## src/sv/utd_pkg.sv

```systemverilog
package utd_pkg;

	localparam int KNOWN_LEAPS = 23;
	localparam int LIDX_W      = $clog2(KNOWN_LEAPS);
	localparam int CFG_W       = 14;
	localparam int CFG_IDX_W   = 3;

	localparam logic STATUS_OK  = 1'b0;
	localparam logic STATUS_BAD = 1'b1;

	localparam logic [CFG_IDX_W-1:0] REG_FIRST_YEAR  = 3'd0;
	localparam logic [CFG_IDX_W-1:0] REG_FIRST_MONTH = 3'd1;
	localparam logic [CFG_IDX_W-1:0] REG_END_YEAR    = 3'd2;
	localparam logic [CFG_IDX_W-1:0] REG_END_MONTH   = 3'd3;
	localparam logic [CFG_IDX_W-1:0] REG_EPOCH_DAYS  = 3'd4;

	// year and month packed as one sortable key
	typedef logic [15:0] ym_key_t;

	localparam ym_key_t LEAP_KEY [KNOWN_LEAPS] = '{
		{12'd1972, 4'd0}, {12'd1972, 4'd6}, {12'd1973, 4'd0}, {12'd1974, 4'd0},
		{12'd1975, 4'd0}, {12'd1976, 4'd0}, {12'd1977, 4'd0}, {12'd1978, 4'd0},
		{12'd1979, 4'd0}, {12'd1980, 4'd0}, {12'd1981, 4'd6}, {12'd1982, 4'd6},
		{12'd1983, 4'd6}, {12'd1985, 4'd6}, {12'd1988, 4'd0}, {12'd1990, 4'd0},
		{12'd1991, 4'd0}, {12'd1992, 4'd6}, {12'd1993, 4'd6}, {12'd1994, 4'd6},
		{12'd1996, 4'd0}, {12'd1997, 4'd6}, {12'd1999, 4'd0}
	};

	localparam logic [5:0] LEAP_DELTA [KNOWN_LEAPS] = '{
		6'd10, 6'd11, 6'd12, 6'd13, 6'd14, 6'd15, 6'd16, 6'd17,
		6'd18, 6'd19, 6'd20, 6'd21, 6'd22, 6'd23, 6'd24, 6'd25,
		6'd26, 6'd27, 6'd28, 6'd29, 6'd30, 6'd31, 6'd32
	};

	typedef struct packed {
		logic [11:0] first_year;
		logic [3:0]  first_month;
		logic [11:0] end_year;
		logic [3:0]  end_month;
		logic [13:0] epoch_day_offset;
	} cfg_t;

	typedef struct packed {
		logic        ok;
		logic [15:0] day_number;
		logic [16:0] sec_of_day;
		logic [19:0] usec;
		logic [9:0]  usec_ms;
		logic [5:0]  delta;
	} calc_t;

	function automatic logic [4:0] month_len(input logic [3:0] m);
		if (m == 4'd1) begin
			return 5'd28;
		end else if (m inside {4'd3, 4'd5, 4'd8, 4'd10}) begin
			return 5'd30;
		end else begin
			return 5'd31;
		end
	endfunction

	function automatic logic [8:0] month_start(input logic [3:0] m);
		case (m)
			4'd0:    return 9'd0;
			4'd1:    return 9'd31;
			4'd2:    return 9'd59;
			4'd3:    return 9'd90;
			4'd4:    return 9'd120;
			4'd5:    return 9'd151;
			4'd6:    return 9'd181;
			4'd7:    return 9'd212;
			4'd8:    return 9'd243;
			4'd9:    return 9'd273;
			4'd10:   return 9'd304;
			4'd11:   return 9'd334;
			default: return 9'd0;
		endcase
	endfunction

	// key of the month just before the given one
	function automatic ym_key_t prev_key(input ym_key_t k);
		if (k[3:0] == 4'd0) begin
			return {k[15:4] - 12'd1, 4'd11};
		end else begin
			return {k[15:4], k[3:0] - 4'd1};
		end
	endfunction

	function automatic ym_key_t leap_key_at(input logic [LIDX_W-1:0] i);
		if (int'(i) < KNOWN_LEAPS) begin
			return LEAP_KEY[i];
		end else begin
			return '1;
		end
	endfunction

	function automatic logic [5:0] leap_delta_at(input logic [LIDX_W-1:0] i);
		if (int'(i) < KNOWN_LEAPS) begin
			return LEAP_DELTA[i];
		end else begin
			return '0;
		end
	endfunction

endpackage

```

## src/sv/utc_to_tai_day_msec.sv

```systemverilog
// UTC to TAI converter. Each input transaction carries a broken-down UTC time
// (year, month and day counted from zero, hour, minute, second, microsecond);
// each accepted transaction yields exactly one output transaction. Every field
// is range checked: the (year, month) pair must lie in the configured window
// [first_year/first_month, end_year/end_month), the day must fit the month
// with gregorian leap years, and a second of 60 is allowed only at 23:59 on
// the last day of a month that directly precedes a leap-second table entry.
// On any failure status is 1 and all other output fields are zero. Otherwise
// the block returns days since the epoch (epoch_day_offset days before
// 1972-01-01, wrapping at 2^16), milliseconds of the day, the microsecond
// remainder, and TAI as whole seconds (wrapping at 2^33) plus microseconds.
// Throughput is one transaction per clock when not stalled. Data passes an
// input register, one compute register and the output register, with table
// compares and day count between the first two and the tai seconds and
// millisecond products between the last two. Stalls back up through the three
// registers, so in_stall rises only when all of them hold data and out_stall
// is high. LEAP_ENTRIES-1 table entries are used, capped at the 23 built-in
// ones; the last one used opens an interval with no following leap minute.
// Configuration registers are written through cfg_write/cfg_index/cfg_data by
// index; indexes past the last one are ignored. The user must write them only
// while no transaction is in flight, which the block does not enforce.
module utc_to_tai_day_msec import utd_pkg::*; #(
	parameter int LEAP_ENTRIES = 24
) (
	input  logic                 clk,
	input  logic                 arst_n,

	input  logic                 cfg_write,
	input  logic [CFG_IDX_W-1:0] cfg_index,
	input  logic [CFG_W-1:0]     cfg_data,

	input  logic                 in_valid,
	output logic                 in_stall,
	input  logic [11:0]          year_in,
	input  logic [3:0]           month_index,
	input  logic [4:0]           day_index,
	input  logic [4:0]           hour_in,
	input  logic [5:0]           minute_in,
	input  logic [5:0]           second_in,
	input  logic [19:0]          microsecond_in,

	output logic                 out_valid,
	input  logic                 out_stall,
	output logic                 status,
	output logic [15:0]          day_number,
	output logic [26:0]          millisecond_of_day,
	output logic [9:0]           microsecond_rest,
	output logic [32:0]          tai_seconds,
	output logic [19:0]          tai_microsecond
);

	// number of table entries in use
	localparam int LEAP_USED = (LEAP_ENTRIES - 1 < KNOWN_LEAPS) ? LEAP_ENTRIES - 1 : KNOWN_LEAPS;

	cfg_t  cfg_q;

	// input register
	logic        valid_s1;
	logic [11:0] year_s1;
	logic [3:0]  month_s1;
	logic [4:0]  day_s1;
	logic [4:0]  hour_s1;
	logic [5:0]  minute_s1;
	logic [5:0]  second_s1;
	logic [19:0] usec_s1;

	// compute register
	logic        valid_s2;
	calc_t       calc_s2;
	calc_t       calc_d;

	// output register
	logic        out_valid_q;
	logic        status_q;
	logic [15:0] day_number_q;
	logic [26:0] msec_q;
	logic [9:0]  usec_rest_q;
	logic [32:0] tai_sec_q;
	logic [19:0] tai_usec_q;

	// stage enables: a slot loads when empty or when its content moves on
	logic en_out, en_s2, en_s1;

	// second-stage results
	logic [26:0] msec_d;
	logic [9:0]  usec_rest_d;
	logic [32:0] tai_sec_d;

	assign en_out   = !out_valid_q || !out_stall;
	assign en_s2    = !valid_s2 || en_out;
	assign en_s1    = !valid_s1 || en_s2;
	assign in_stall = !en_s1;

	// configuration writes
	always_ff @(posedge clk or negedge arst_n) begin
		if (!arst_n) begin
			cfg_q.first_year       <= 12'd1972;
			cfg_q.first_month      <= 4'd0;
			cfg_q.end_year         <= 12'd2020;
			cfg_q.end_month        <= 4'd0;
			cfg_q.epoch_day_offset <= 14'd5113;
		end else if (cfg_write) begin
			case (cfg_index)
				REG_FIRST_YEAR:  cfg_q.first_year       <= cfg_data[11:0];
				REG_FIRST_MONTH: cfg_q.first_month      <= cfg_data[3:0];
				REG_END_YEAR:    cfg_q.end_year         <= cfg_data[11:0];
				REG_END_MONTH:   cfg_q.end_month        <= cfg_data[3:0];
				REG_EPOCH_DAYS:  cfg_q.epoch_day_offset <= cfg_data[13:0];
				default: ;
			endcase
		end
	end

	// valid bits of the three registers
	always_ff @(posedge clk or negedge arst_n) begin
		if (!arst_n) begin
			valid_s1    <= 1'b0;
			valid_s2    <= 1'b0;
			out_valid_q <= 1'b0;
		end else begin
			if (en_s1) begin
				valid_s1 <= in_valid;
			end
			if (en_s2) begin
				valid_s2 <= valid_s1;
			end
			if (en_out) begin
				out_valid_q <= valid_s2;
			end
		end
	end

	// capture the input transaction
	always_ff @(posedge clk) begin
		if (en_s1 && in_valid) begin
			year_s1   <= year_in;
			month_s1  <= month_index;
			day_s1    <= day_index;
			hour_s1   <= hour_in;
			minute_s1 <= minute_in;
			second_s1 <= second_in;
			usec_s1   <= microsecond_in;
		end
	end

	// checks, table lookup, day count, seconds of day
	utd_day_calc #(
		.LEAP_USED (LEAP_USED)
	) u_day_calc (
		.cfg    (cfg_q),
		.year   (year_s1),
		.month  (month_s1),
		.day    (day_s1),
		.hour   (hour_s1),
		.minute (minute_s1),
		.second (second_s1),
		.usec   (usec_s1),
		.calc   (calc_d)
	);

	always_ff @(posedge clk) begin
		if (en_s2 && valid_s1) begin
			calc_s2 <= calc_d;
		end
	end

	// milliseconds of day, microsecond remainder, tai seconds
	assign msec_d      = 27'(calc_s2.sec_of_day) * 27'd1000 + 27'(calc_s2.usec_ms);
	assign usec_rest_d = 10'(calc_s2.usec - 20'(calc_s2.usec_ms) * 20'd1000);
	assign tai_sec_d   = 33'(calc_s2.day_number) * 33'd86400 +
		33'(calc_s2.sec_of_day) + 33'(calc_s2.delta);

	// result register, status set and all other fields zeroed on a rejected time
	always_ff @(posedge clk) begin
		if (en_out && valid_s2) begin
			status_q     <= calc_s2.ok ? STATUS_OK : STATUS_BAD;
			day_number_q <= calc_s2.ok ? calc_s2.day_number : '0;
			msec_q       <= calc_s2.ok ? msec_d : '0;
			usec_rest_q  <= calc_s2.ok ? usec_rest_d : '0;
			tai_sec_q    <= calc_s2.ok ? tai_sec_d : '0;
			tai_usec_q   <= calc_s2.ok ? calc_s2.usec : '0;
		end
	end

	assign out_valid          = out_valid_q;
	assign status             = status_q;
	assign day_number         = day_number_q;
	assign millisecond_of_day = msec_q;
	assign microsecond_rest   = usec_rest_q;
	assign tai_seconds        = tai_sec_q;
	assign tai_microsecond    = tai_usec_q;

endmodule

```

## src/sv/utd_day_calc.sv

```systemverilog
module utd_day_calc import utd_pkg::*; #(
	parameter int LEAP_USED = 23
) (
	input  cfg_t        cfg,
	input  logic [11:0] year,
	input  logic [3:0]  month,
	input  logic [4:0]  day,
	input  logic [4:0]  hour,
	input  logic [5:0]  minute,
	input  logic [5:0]  second,
	input  logic [19:0] usec,
	output calc_t       calc
);

	ym_key_t           key;
	logic              month_ok, window_ok, day_ok, time_ok, sec_ok;
	logic [15:0]       y100_t;
	logic [5:0]        y100;
	logic [12:0]       y100_x100;
	logic              leap_year;
	logic [4:0]        mlen;
	logic [LIDX_W-1:0] idx, nxt;
	logic              found;
	logic              leap_minute;
	logic [6:0]        nsec;
	logic [11:0]       yd, p;
	logic [15:0]       p100_t;
	logic [13:0]       p400_t;
	logic [10:0]       leaps_before;
	logic [20:0]       year_days, days_sum;
	logic [8:0]        month_days;
	logic [16:0]       secs;
	logic [42:0]       us_prod;

	assign key       = {year, month};
	assign month_ok  = month < 4'd12;
	assign window_ok = (key >= {cfg.first_year, cfg.first_month}) &&
		(key < {cfg.end_year, cfg.end_month});

	// gregorian leap year: y/100 by reciprocal, exact for 12-bit years
	assign y100_t    = 16'(year[11:2]) * 16'd41;
	assign y100      = y100_t[15:10];
	assign y100_x100 = 13'(y100) * 13'd100;
	assign leap_year = (year[1:0] == 2'd0) &&
		(({1'b0, year} != y100_x100) || (y100[1:0] == 2'd0));

	assign mlen    = month_len(month) + 5'((leap_year && month == 4'd1) ? 1 : 0);
	assign day_ok  = day < mlen;
	assign time_ok = (hour < 5'd24) && (minute < 6'd60) && (usec < 20'd1000000);

	// latest table entry at or before this month
	always_comb begin
		idx   = '0;
		found = 1'b0;
		for (int i = 0; i < LEAP_USED; i++) begin
			if (key >= LEAP_KEY[i]) begin
				idx   = LIDX_W'(i);
				found = 1'b1;
			end
		end
	end

	assign nxt = idx + 1'b1;
	assign leap_minute = (int'(nxt) < LEAP_USED) && (day == mlen - 5'd1) &&
		(hour == 5'd23) && (minute == 6'd59) && (key == prev_key(leap_key_at(nxt)));
	assign nsec   = 7'd60 + (leap_minute ? 7'(leap_delta_at(nxt) - LEAP_DELTA[idx]) : 7'd0);
	assign sec_ok = {1'b0, second} < nsec;

	// days from 1972-01-01 to the start of the year
	assign yd     = year - 12'd1972;
	assign p      = year - 12'd1;
	assign p100_t = 16'(p[11:2]) * 16'd41;
	assign p400_t = 14'(p[11:4]) * 14'd41;
	assign leaps_before = 11'(p[11:2]) - 11'(p100_t[15:10]) + 11'(p400_t[13:10]);
	assign year_days = (year > 12'd1972) ?
		(21'(yd) * 21'd365 + 21'(leaps_before) - 21'd477) : 21'd0;
	assign month_days = month_start(month) + 9'((leap_year && month >= 4'd2) ? 1 : 0);
	assign days_sum = 21'(cfg.epoch_day_offset) + year_days + 21'(month_days) + 21'(day);

	assign secs    = 17'(hour) * 17'd3600 + 17'(minute) * 17'd60 + 17'(second);
	// usec / 1000 by reciprocal, exact below one million
	assign us_prod = 43'(usec) * 43'd4294968;

	assign calc.ok         = month_ok && window_ok && day_ok && time_ok && found && sec_ok;
	assign calc.day_number = days_sum[15:0];
	assign calc.sec_of_day = secs;
	assign calc.usec       = usec;
	assign calc.usec_ms    = us_prod[41:32];
	assign calc.delta      = LEAP_DELTA[idx];

endmodule

```

## config.mk

```make
export PLATFORM = sky130hd
export DESIGN_NAME = utc_to_tai_day_msec
export DESIGN_NICKNAME = d
export VERILOG_FILES = /design/src/sv/utd_pkg.sv /design/src/sv/utc_to_tai_day_msec.sv /design/src/sv/utd_day_calc.sv
export SDC_FILE = /design/constraint.sdc
export NUM_CORES = 2
export LEC_CHECK = 0
export BUFFER_PORTS_ARGS = -buffer_cell sky130_fd_sc_hd__buf_2
export CAP_MARGIN = 10
export CORE_ASPECT_RATIO = 1.4
export CORE_MARGIN = 2
export CORE_UTILIZATION = 64
export DETAILED_ROUTE_END_ITERATION = 8
export PLACE_DENSITY = 0.87
export SLEW_MARGIN = 10
export SYNTH_ARGS = -nofsm -noshare
export SYNTH_HDL_FRONTEND = slang
export SYNTH_HIERARCHICAL = 1
export SYNTH_SLANG_ARGS = --single-unit
```

## constraint.sdc

```tcl
create_clock -name clk -period 13.6 [get_ports clk]
set_input_delay 2.04 -clock clk [delete_from_list [all_inputs] [get_ports clk]]
set_output_delay 2.04 -clock clk [all_outputs]
set_load 0.05 [all_outputs]
```

# --- Word-level counts from Yosys, hierarchy flattened ---
# Memories as Yosys holds them, arrays and structs flattened. A register that Yosys moved wholly into a read port is not among the register bits.
# Index checks and enable logic that the tools add are counted.
word_totals:
  regBits: 284
  latch_bits: 0
  mem_bits_rw: 0
  mem_bits_ro: 1040
  output_inout_bits: 109
  memories: 4
memory_table:
  columns: ["memory", "depth", "width", "rd", "rd_clocked_by_memory_dff", "wr", "line", "source"]
  rows:
  - ["(name not given)", 32, 16, 1, 0, 0, "utd_pkg.sv:91", "return LEAP_KEY[i];"]
  - ["(name not given)", 32, 6, 1, 0, 0, "utd_pkg.sv:99", "return LEAP_DELTA[i];"]
  - ["(name not given)", 32, 6, 1, 0, 0, "utd_day_calc.sv:66", "assign nsec = 7'd60 + (leap_minute ? 7'(leap_delta_at(nxt) - LEAP_DELTA[idx]) : 7'd0);"]
  - ["(name not given)", 16, 9, 1, 1, 0, "utd_pkg.sv:63", "case (m)"]
classes:
  add_sub_neg: 23
  mul: 11
  div: 0
  order_cmp: 36
  n_eq_ne: 14
  shift: 0
  mux: 62
  n_bitwise: 2
  reduce_logical: 37
op_table:
  columns: ["op", "n"]
  rows:
  - ["$ge 16x15->1 const B", 23]
  - ["$mux 16", 5]
  - ["$mux 5", 8]
  - ["$mul 20x20->39 const B", 1]
  - ["$mux 4", 9]
  - ["$add 33x17->33", 1]
  - ["$add 33x6->33", 1]
  - ["$mul 10x6->16 const B", 2]
  - ["$mux 6", 5]
  - ["$mux 1", 28]
  - ["$add 27x10->27", 1]
  - ["$mul 16x10->26 const B", 1]
  - ["$mul 17x7->24 const B", 1]
  - ["$sub 12x1->12 const B", 2]
  - ["$lt 20x20->1 const B", 1]
  - ["$logic_and 1x1->1", 18]
  - ["$add 17x12->17", 1]
  - ["$add 17x6->17", 1]
  - ["$add 14x16->16", 1]
  - ["$add 16x11->16", 1]
  - ["$add 16x5->16", 1]
  - ["$add 16x9->16", 1]
  - ["$eq 16x16->1", 1]
  - ["$ge 16x16->1", 1]
  - ["other kinds (49)", 70]

# --- Longest topological paths before layout ---
depth:
  depth_word: 37
  ltp_mapped: 56
  ltp_nobuf: 55

# --- Modules after synthesis ---
# The synthesis kept the hierarchy.
by_module_without_submodules:
  columns: ["mod", "instances", "cells_each", "area_per_inst_um2", "seq_area_each_um2"]
  rows:
  - ["utc_to_tai_day_msec", 1, 1475, 17899.7, 8221.6]
  - ["utd_day_calc", 1, 1979, 17046.3, 0.0]

# --- Least setup slack after synthesis ---
# No wires, ideal clock.
synth_timing:
  kind: "register -> register"
  start: "register year_s1[2]"
  end: "register calc_s2[68] (netlist name) (data pin)"
  arrival_time_ns: 10.845
  slack_ns: 2.497
  path_stages_with_launch: 54
  n_path_buf: 2
  cell_sequence: "edfxtp_1 -> clkbuf_1 -> inv_1 -> ha_1 -> clkbuf_1 -> nand2_1 -> or2_2 -> xnor2_1 -> inv_1 -> fa_1 -> inv_1 -> ha_1 -> ha_1 -> nand4_1 -> o21bai_1 -> a21oi_1 -> o21bai_1 -> a21oi_1 -> [... 18 more ...] -> o21bai_1 -> a21oi_1 -> xnor2_1 -> nand2b_1 -> fa_1 -> inv_1 -> ha_1 -> ha_1 -> o21ai_0 -> a21boi_0 -> o21ai_0 -> nand2_1 -> a21oi_1 -> o21bai_1 -> a21o_1 -> a21oi_1 -> xor2_1 -> xnor2_1"
synth_lines:
  columns: ["element", "line", "source"]
  rows:
  - ["start, declared", "utc_to_tai_day_msec.sv:59", "logic [11:0] year_s1;"]
  - ["start signal, assigned", "utc_to_tai_day_msec.sv:136", "year_s1 <= year_in;"]
  - ["end signal, assigned", "utc_to_tai_day_msec.sv:163", "calc_s2 <= calc_d;"]
  - ["end, declared", "utc_to_tai_day_msec.sv:69", "calc_t calc_s2;"]

==> impl_metrics.tcl <==
set metrics [dict create \
    outcome "complete, no violations" \
    grt_util_met2_pct 52.0 \
    end_kind "flop" \
    initial_core_util_pct 64.6 \
    rsz0062_at_grt "false" \
    fmax_mhz 80.7 \
    drt_pass1_iterations 6 \
    antenna_found_initial 4 \
    synth_edf_count 232 \
    layout-drive-gt1-share_pct 11.1 \
    hold_buffers 0 \
    hpwl_um 66000 \
    die_area_sq_um 56500 \
    hold_viol_final 0 \
    gp_congestion 0.960 \
    post_drt_wl_per_cell_um 18.8 \
    synth_warnings 6 \
    cts.sinks 281 \
    ys_seq_elements 281 \
    ys.flop_type "edfxtp_1" \
    crit-reg2reg-launch "year_s1[2]" \
    crit_buf_inv 7 \
    num_vias 25342 \
    criticalPathCategory "reg2reg" \
    cap_violations 0 \
    synthSimpleGateAreaFrac_pct 10.2 \
    crit_fanout 17 \
    met1_usage_pct 34.2 \
    viasPerCell 5.83 \
    r2r-end "calc_s2[68]" \
    hold_path.class "reg2reg" \
    io_buffers 188 \
    htreeDepth 1 \
    synth_compound_area_share_pct 10.7 \
    cts_made_buffers 30 \
    crit_family "adder cells" \
    fp.dieH_um 280 \
    clk_pin_slew_ps 70 \
    fin_crit_ps 12400 \
    ys_types 122 \
    syn-cell-area_sq_um 34900 \
    cp-start-kind "flop" \
    rrSetupSlack_ps 1200 \
    synth_xor_area_share_pct 5.51 \
    holdPathStages 0 \
    rows 101 \
    grt_pass1_wl_um 131000 \
    io_pins 189 \
    grt-ovfl-total 0 \
    slew_violations 0 \
    skew_ps 42.7 \
    cts_tree "built" \
    grt_start_max_net_pins 71 \
    cts_buffer_depth 3 \
    cp_slowest_stage_delay_ps 570 \
    first_global_vias 26376 \
    finalSetupViolations 0 \
    synthAdderAreaFrac_pct 39.6 \
    worstSkewPairLatency_ps 620 \
    muxShareOfSynthArea_pct 1.95 \
    groute.usage.overall_pct 29.1 \
    ctsResizeCount 0 \
    avgSynthCellArea_sq_um 10.1 \
    hold-path-endpoint "calc_s2[37]" \
    routed_wl_um 81700 \
    ant_nets 0 \
    post_cts_buffers 0 \
    r2r_cells 50 \
    fin_setup_tns_ps 0 \
    netlist_instances 3454 \
    die_w_um 201 \
    drc 0 \
    worstPathRequired_ps 13940 \
    ys_seq_area_share_pct 23.5 \
    fin_crit_sh_pct 91.2 \
    gr-usage-met3_pct 3.02 \
    min-delay-start "second_s1[1]" \
    drt-initial-drc-count 1507 \
    busiest_layer "met2" \
    cpMaxStageDelayCell "fa_1" \
    cts-root-buf "clkbuf_16" \
    nNetsFinal 4628 \
    core_area_sq_um 54100 \
    syn_to_final_growth_pct 7.20 \
    worst_slew_margin_rel_pct 17.7 \
    crit_arrival_ps 12740 \
    synth_top_family_by_area "adder cells" \
    ys_async_sr_fraction_pct 17.4 \
    worst_pin_slew_ps 1230 \
]
-- routing by layer --
layer | wire length [um] | up-vias | share of wire [%]
met5 | 0 | - | 0
met4 | 4780 | 0 | 5.9
met3 | 4280 | 247 | 5.2
met2 | 41000 | 814 | 50
met1 | 31700 | 12181 | 39
li1 | - | 12100 | -
-- cell usage after synthesis (46+ instances only) --
| cell | number | share of area (%) |
|---|---|---|
| nor3_1 | 56 | 0.80 |
| nand2_1 | 112 | 1.2 |
| a21oi_1 | 162 | 2.3 |
| a21o_1 | 75 | 1.6 |
| nor2_1 | 177 | 1.9 |
| and2_1 | 51 | 0.91 |
| fa_1 | 269 | 15 |
| inv_1 | 632 | 6.8 |
| xnor2_1 | 157 | 3.9 |
| ha_1 | 677 | 24 |
| edfxtp_1 | 232 | 20 |
| xor2_1 | 56 | 1.4 |
| mux2_2 | 46 | 1.5 |
| o21ai_0 | 93 | 1.3 |
| nand3_1 | 55 | 0.79 |
-- cell usage in the layout, fill, tap and decap left out, types with 37 or more instances in the layout --
master    instances
o21ai_0          93
nand3_1          55
o21bai_1         37
a21o_1           75
nor2_1          177
ha_1            677
nor3_1           55
edfxtp_1        232
xnor2_1         157
mux2_2           46
a21oi_1         162
and2_1           49
buf_2           188
inv_1           631
nand2_1         112
xor2_1           56
fa_1            269
-- layout make-up --
type,count,area [sq um]
Fill cell,3912,16600
Clock buffer,36,815
Multi-Input combinational cell,2450,23800
Inverter,633,2380
Antenna cell,3,7.51
Timing Repair Buffer,206,1080
Sequential cell,281,8220
Clock inverter,20,239
Tap cell,721,902
-- kinds of logic after synthesis --
group,count (synthesis)
fa+ha+maj,946
other cells,1
compound gates,554
buf+inv,724
mux,61
flops,281
simple gates,671
xor+xnor,216
-- registers in the layout, indices dropped and copies added, names as in the netlist --
name,flops
minute_s1,6
year_s1,12
tai_microsecond,17
valid_s2,1
month_s1,4
out_valid,1
hour_s1,5
second_s1,6
tai_seconds,33
millisecond_of_day,27
calc_s2,70
day_s1,5
usec_s1,20
day_number,16
microsecond_rest,10
valid_s1,1
cfg_q,46
status,1
-- worst max path at each step --
stage / slack, ps / cells after the start / from / endpoint
6_report: 1200 / 50 / year_s1[2] / calc_s2[68]
4_1_cts: 1340 / 50 / year_s1[2] / calc_s2[68]
5_1_grt: 470 / 50 / year_s1[2] / calc_s2[68]
3_5_place_dp: 1400 / 50 / year_s1[2] / calc_s2[68]
3_3_place_gp: 1820 / 48 / year_s1[4] / calc_s2[68]
2_1_floorplan: 2500 / 53 / year_s1[2] / calc_s2[68]
-- metrics by stage --
| stage | util (%) | std cells | worst slack, ps | hold WS [ps] | instance area [sq um] |
|---|---|---|---|---|---|
| floorplan | - | 3455 | 2500 | 449 | 34900 |
| global placement | 67.3 | 4291 | 1820 | 464 | 36400 |
| detailed placement | 67.3 | 4291 | 1400 | 471 | 36400 |
| CTS | 69.2 | 4347 | 1340 | 496 | 37500 |
| global route | 69.3 | 4350 | 472 | 500 | 37500 |
| finish | 69.3 | 4350 | 1200 | 493 | 37500 |
Power is left out: the tool's default activity adds up to more than one toggle a clock period on the data nets, which glitch-free logic cannot reach.
